**src/rtl/tcpu_pkg.sv**
```systemverilog
// Package for the tiny 8-bit processor core: function codes, opcodes,
// instruction classes, sizes and the controller state type. No dependencies.
package tcpu_pkg;

  localparam int unsigned MemDepth = 256;
  localparam int unsigned RegCount = 16;
  localparam int unsigned DataW    = 8;

  typedef enum logic [2:0] {
    FUNC_LD_INSTR = 3'd0,
    FUNC_LD_DATA  = 3'd1,
    FUNC_LD_REG   = 3'd2,
    FUNC_EXEC     = 3'd3,
    FUNC_RD_DATA  = 3'd4
  } func_e;

  typedef enum logic [3:0] {
    OP_ADD  = 4'd0,  OP_SUB  = 4'd1,  OP_MUL  = 4'd2,  OP_INC  = 4'd3,
    OP_AND  = 4'd4,  OP_OR   = 4'd5,  OP_XOR  = 4'd6,  OP_NOT  = 4'd7,
    OP_SLLI = 4'd8,  OP_SRLI = 4'd9,  OP_LI   = 4'd10, OP_LD   = 4'd11,
    OP_ST   = 4'd12, OP_JMP  = 4'd13, OP_BEQZ = 4'd14, OP_HLT  = 4'd15
  } op_e;

  typedef enum logic [2:0] {
    CLS_ARITH = 3'd0,
    CLS_LOGIC = 3'd1,
    CLS_SHIFT = 3'd2,
    CLS_MEM   = 3'd3,
    CLS_LIMM  = 3'd4,
    CLS_CTRL  = 3'd5,
    CLS_HALT  = 3'd6
  } cls_e;

  typedef enum logic [2:0] {
    ST_IDLE,
    ST_FETCH0,
    ST_FETCH1,
    ST_EXEC,
    ST_MEM,
    ST_DONE
  } state_e;

  function automatic cls_e op_class(input logic [3:0] op);
    cls_e c;
    c = CLS_ARITH;
    case (op)
      OP_ADD, OP_SUB, OP_MUL, OP_INC:   c = CLS_ARITH;
      OP_AND, OP_OR, OP_XOR, OP_NOT:    c = CLS_LOGIC;
      OP_SLLI, OP_SRLI:                 c = CLS_SHIFT;
      OP_LI:                            c = CLS_LIMM;
      OP_LD, OP_ST:                     c = CLS_MEM;
      OP_JMP, OP_BEQZ:                  c = CLS_CTRL;
      default:                          c = CLS_HALT;
    endcase
    return c;
  endfunction

endpackage

```
**src/rtl/tcpu_alu.sv**
```systemverilog
// Register-to-register and immediate operations of the tiny processor core.
// Depends on tcpu_pkg.
module tcpu_alu (
  input  logic [3:0] op_i,
  input  logic [7:0] x_i,
  input  logic [7:0] y_i,
  input  logic [7:0] d_i,
  input  logic [7:0] imm_i,
  output logic [7:0] res_o
);

  logic [15:0] prod;

  assign prod = x_i * y_i;

  always_comb begin
    res_o = '0;
    case (op_i)
      tcpu_pkg::OP_ADD:  res_o = x_i + y_i;
      tcpu_pkg::OP_SUB:  res_o = x_i - y_i;
      tcpu_pkg::OP_MUL:  res_o = prod[7:0];
      tcpu_pkg::OP_INC:  res_o = d_i + 8'd1;
      tcpu_pkg::OP_AND:  res_o = x_i & y_i;
      tcpu_pkg::OP_OR:   res_o = x_i | y_i;
      tcpu_pkg::OP_XOR:  res_o = x_i ^ y_i;
      tcpu_pkg::OP_NOT:  res_o = ~x_i;
      tcpu_pkg::OP_SLLI: res_o = imm_i[3] ? 8'd0 : (x_i << imm_i[2:0]);
      tcpu_pkg::OP_SRLI: res_o = imm_i[3] ? 8'd0 : (x_i >> imm_i[2:0]);
      tcpu_pkg::OP_LI:   res_o = imm_i;
      default:           res_o = '0;
    endcase
  end

endmodule
```
**config.mk**
```make
export PLATFORM = sky130hd
export DESIGN_NAME = tcpu_alu
export DESIGN_NICKNAME = d
export VERILOG_FILES = /design/src/rtl/tcpu_pkg.sv /design/src/rtl/tcpu_alu.sv
export SDC_FILE = /design/constraint.sdc
export NUM_CORES = 1
export LEC_CHECK = 0
export ABC_CLOCK_PERIOD_IN_PS = 8920
export BUFFER_PORTS_ARGS = -buffer_cell sky130_fd_sc_hd__buf_2
export CAP_MARGIN = 20
export CORE_MARGIN = 1
export CORE_UTILIZATION = 45
export DETAILED_ROUTE_END_ITERATION = 8
export GPL_TIMING_DRIVEN = 1
export PLACE_DENSITY_LB_ADDON = 0.1
export SYNTH_ARGS = -nofsm -noshare
export SYNTH_HDL_FRONTEND = slang
export SYNTH_SLANG_ARGS = --single-unit
```
**constraint.sdc**
```tcl
create_clock -name vclk -period 8.92
set_input_delay 0.446 -clock vclk [all_inputs]
set_output_delay 0.446 -clock vclk [all_outputs]
set_load 0.05 [all_outputs]
```
# Word-level counts from Yosys, hierarchy flattened

Index checks and enable logic that the tools add are counted.

Add/sub/neg operators: 3
Multipliers: 1
Equality and inequality tests: 10
Shifts and indexed selects: 2
Multiplexer cells: 3
Bitwise gates (word level): 4
Reductions and logical operators: 1

Operators by type and width:

| operator                                       | number |
|---|---|
| case mux 8 bit (11 select lines)               | 1 |
| == test 4 x 3 -> 1 bit (second input constant) | 4 |
| two-way mux 8 bit                              | 2 |
| == test 4 bit (second input constant)          | 3 |
| adder 8 x 1 -> 8 bit (second input constant)   | 1 |
| adder 8 bit                                    | 1 |
| AND 8 bit                                      | 1 |
| == test 4 x 2 -> 1 bit (second input constant) | 2 |
| multiplier 8 x 8 -> 8 bit                      | 1 |
| inverter 8 bit                                 | 1 |
| OR 8 bit                                       | 1 |
| << shifter 8 x 3 -> 8 bit                      | 1 |
| right shift 8 x 3 -> 8 bit                     | 1 |
| subtractor 8 bit                               | 1 |
| bitwise XOR 8 bit                              | 1 |
| == test 4 x 1 -> 1 bit (second input constant) | 1 |
| zero test 4 bit                                | 1 |

Bits in registers: 0
Output and inout bits: 8
Word-level logic and storage cells: 24

# Logic depth before layout (Yosys ltp)

Depth in word-level cells: 3
Depth in mapped cells: 16
Gate-level depth less buffers: 16

# Least setup slack after synthesis

No wires, ideal clock.

Path type: input port to output port
From: input port y_i[4]
To: output port res_o[7]
Arrival: 4.462 ns
Path slack: 4.012 ns
Cell stages on the path: 15
Path buffers: 1
Cells stage by stage: clkbuf_1 -> nand2_1 -> fa_1 -> fa_1 -> inv_1 -> fa_1 -> inv_1 -> fa_1 -> inv_1 -> ha_1 -> a21oi_1 -> xnor3_1 -> xnor3_1 -> nor4_1 -> a2111o_1

Cells in the longest elaborated chain, start to end: 2
Elaborated cells between the ends (all ways): 4
Classes of those cells: add/sub (2); mul (1); mux (1)

RTL lines:

| item                                              | line           | RTL |
|---|---|---|
| start, declared                                   | tcpu_alu.sv:6  | `input logic [7:0] y_i,` |
| multiplier 8 x 8 -> 8 bit (tied with other cells) | tcpu_alu.sv:14 | `assign prod = x_i * y_i;` |
| case mux 8 bit (11 select lines) *                | tcpu_alu.sv:18 | `case (op_i)` |
| end, declared                                     | tcpu_alu.sv:9  | `output logic [7:0] res_o` |

Every way passes the cells marked *; elsewhere a longest branch is shown, timed or not.

# Final worst setup path

From: input port x_i[1]
To: output port res_o[7]

Cells in the longest elaborated chain, start to end: 3
Elaborated cells between the ends (all ways): 8
Classes of those cells: add/sub (2); mul (1); shift (2); mux (3)

RTL lines:

| item                                                                              | line           | RTL |
|---|---|---|
| start, declared                                                                   | tcpu_alu.sv:5  | `input logic [7:0] x_i,` |
| parallel branches: the longest is 2 deep, another holds multiplier 8 x 8 -> 8 bit | -              |  |
| case mux 8 bit (11 select lines) *                                                | tcpu_alu.sv:18 |  |

Mark *: on every way between the ends.

==> reports/results.ini <==
[logic_synthesis]
syn_nets = 466
yosys.area_share.adder_pct = 27.9
synth_top_family_by_area = adder cells
synth_xor_area_share_pct = 11.1
synthMuxAreaShare_pct = 7.50
synth_top_area_share_pct = 18.5
synth_compound_area_share_pct = 21.1
avgSynthCellArea_um2 = 7.36
synth_area_leaders = ha_1 19%, fa_1 9.4%, xnor2_1 7.0%
yosysTopAreaCell = ha_1
yosysSeqAreaShare_pct = 0
synthesis.instances = 376
yosys.area_share.simple_pct = 20.3
netlist_area_um2 = 2770
ys_types = 56
ys_top_cells_by_count = 51 x inv_1, 43 x nand2_1, 41 x ha_1
yosysWarnings = 0
yosysMostFrequentCell = inv_1

[global_route]
antenna_found_initial = 0
grt_pass1_wl_mm = 13.4
grt_overflow = 0
grt_usage_pct = 26.9
grt_max_degree = 27
grt_pass1_vias = 2512

[critical_path]
path_class = in2out
startpoint_type = input pin
cp_max_fo = 10
arrival_ns = 4.78
end_kind = output pin
cp.required_ns = 8.47

[finish]
n_fill_cell = 623
syn_to_final_growth_pct = 6.19
final.clkbuf_count = 0
num_antenna_cells = 0
stdcell_area_um2 = 2940
seqCellArea_um2 = 0
nets = 494
design.seq.count = 0
multi_input_area_um2 = 2430
drive_gt1_share_pct = 15.2

[clock_network]
cts_resized = 0
hold_buffers = 0
post-cts-setup-buffer-count = 0

[sta]
finalCriticalPeriod_ns = 5.22
layout_worst_path_cycle_share_pct = 58.5
rsz0062_at_grt = false
max-slew-margin-rel_pct = 44.2
slew_violations = 0
finalHoldViolations = 0
setup_viol_count_final = 0
tns_ns = 0
tightestPinTransition_ns = 0.816
max_freq_ghz = 0.192

[power_and_ir_drop]
irDropWorstVdd_v = 0.0000437
power_density_nw_per_um2 = 81.2
p_leak_nw = 1.42

[placement]
routabilityCongestion = 0.946
io_buffers = 44
hpwl_mm = 6.63
placed_cell_area_um2 = 2940

[floorplan]
std_cell_rows = 28
die_h_um = 80.4
dieArea_um2 = 6470
die-width_um = 80.4
initial_utilization_pct = 46.8
core_um2 = 5920
io_pins = 44

[routing]
totalWireLength_mm = 8.17
vias_per_cell = 5.73
first_iter_violations = 246
dr.pass1.iters = 4
drc_errors = 0
ant_nets = 0
num_vias = 2733
wl_per_cell_um = 17.1

[hold_path]
worstHoldPathType = in2out

[run]
cap_violations = 0

[status]
status = complete, no violations

placed cells by master, fill, tap and decap left out, types with 4 or more instances in the layout:
| cell type | count |
|---|---|
| o21ai_0 | 18 |
| mux4_2 | 4 |
| mux2_2 | 6 |
| nor2b_1 | 6 |
| nor4_1 | 4 |
| nand3_1 | 7 |
| a221oi_1 | 4 |
| mux2i_1 | 5 |
| ha_1 | 41 |
| nor3_1 | 6 |
| a211o_1 | 4 |
| fa_1 | 13 |
| buf_2 | 44 |
| a21oi_1 | 19 |
| nor2_1 | 35 |
| inv_1 | 51 |
| o22ai_1 | 6 |
| nand2_1 | 43 |
| xnor2_1 | 22 |
| xor2_1 | 6 |
| o21a_1 | 4 |
routing by layer:
| layer | track usage (%) | part of all wire, % | vias up | wire length, um |
|---|---|---|---|---|
| li1 | - | - | 1354 | - |
| met1 | 41.2 | 49 | 1262 | 4030 |
| met2 | 40.5 | 43 | 103 | 3500 |
| met3 | 1.59 | 5.6 | 14 | 456 |
| met4 | 5.36 | 2.2 | 0 | 176 |
| met5 | 0 | 0 | - | 0 |
metrics by stage:
stage	utilization, %	setup WS (ns)	hold slack (ns)	power (mW)	cells
final	49.7	3.70	1.41	0.239	477
after global routing	49.7	3.45	1.43	0.268	477
after CTS	49.7	3.69	1.39	0.240	477
after detailed placement	49.7	3.69	1.38	0.238	477
after global placement	49.7	3.70	1.40	0.237	477
after floorplan	-	4.01	1.35	0.179	376
worst paths after layout:
path	start	endpoint	slack, ns	cells past startpoint
worst max-delay path	x_i[1]	res_o[7]	3.70	17
worst min-delay path	imm_i[3]	res_o[3]	1.41	3
critical path: stages:
cell and delay (ns):
buf_2 0.18, inv_1 0.24, nor2_1 0.09, ha_1 0.22
fa_1 0.49, ha_1 0.30, inv_1 0.05, fa_1 0.52
inv_1 0.06, fa_1 0.45, a21o_1 0.19, a21oi_1 0.19
xnor3_1 0.24, xnor3_1 0.36, nor4_1 0.32, a2111o_1 0.16
buf_2 0.26
final cells by class:
cell class	count	share of cell area (%)
Multi-Input combinational cell	307	82.8
Timing Repair Buffer	44	7.49
Inverter	51	6.51
Tap cell	75	3.19
cells by family after synthesis:
kind of cell / after synthesis
mux: 15
xor+xnor: 31
simple gates: 121
fa+ha+maj: 54
buf+inv: 69
compound gates: 86
power by group:
group | switching (mW) | leakage (nW) | internal, mW | total [mW]
combinational | 0.140 | 1.42 | 0.0984 | 0.239
sequential | 0 | 0 | 0 | 0
clock | 0 | 0 | 0 | 0
Power figures use the tool's default switching activity.
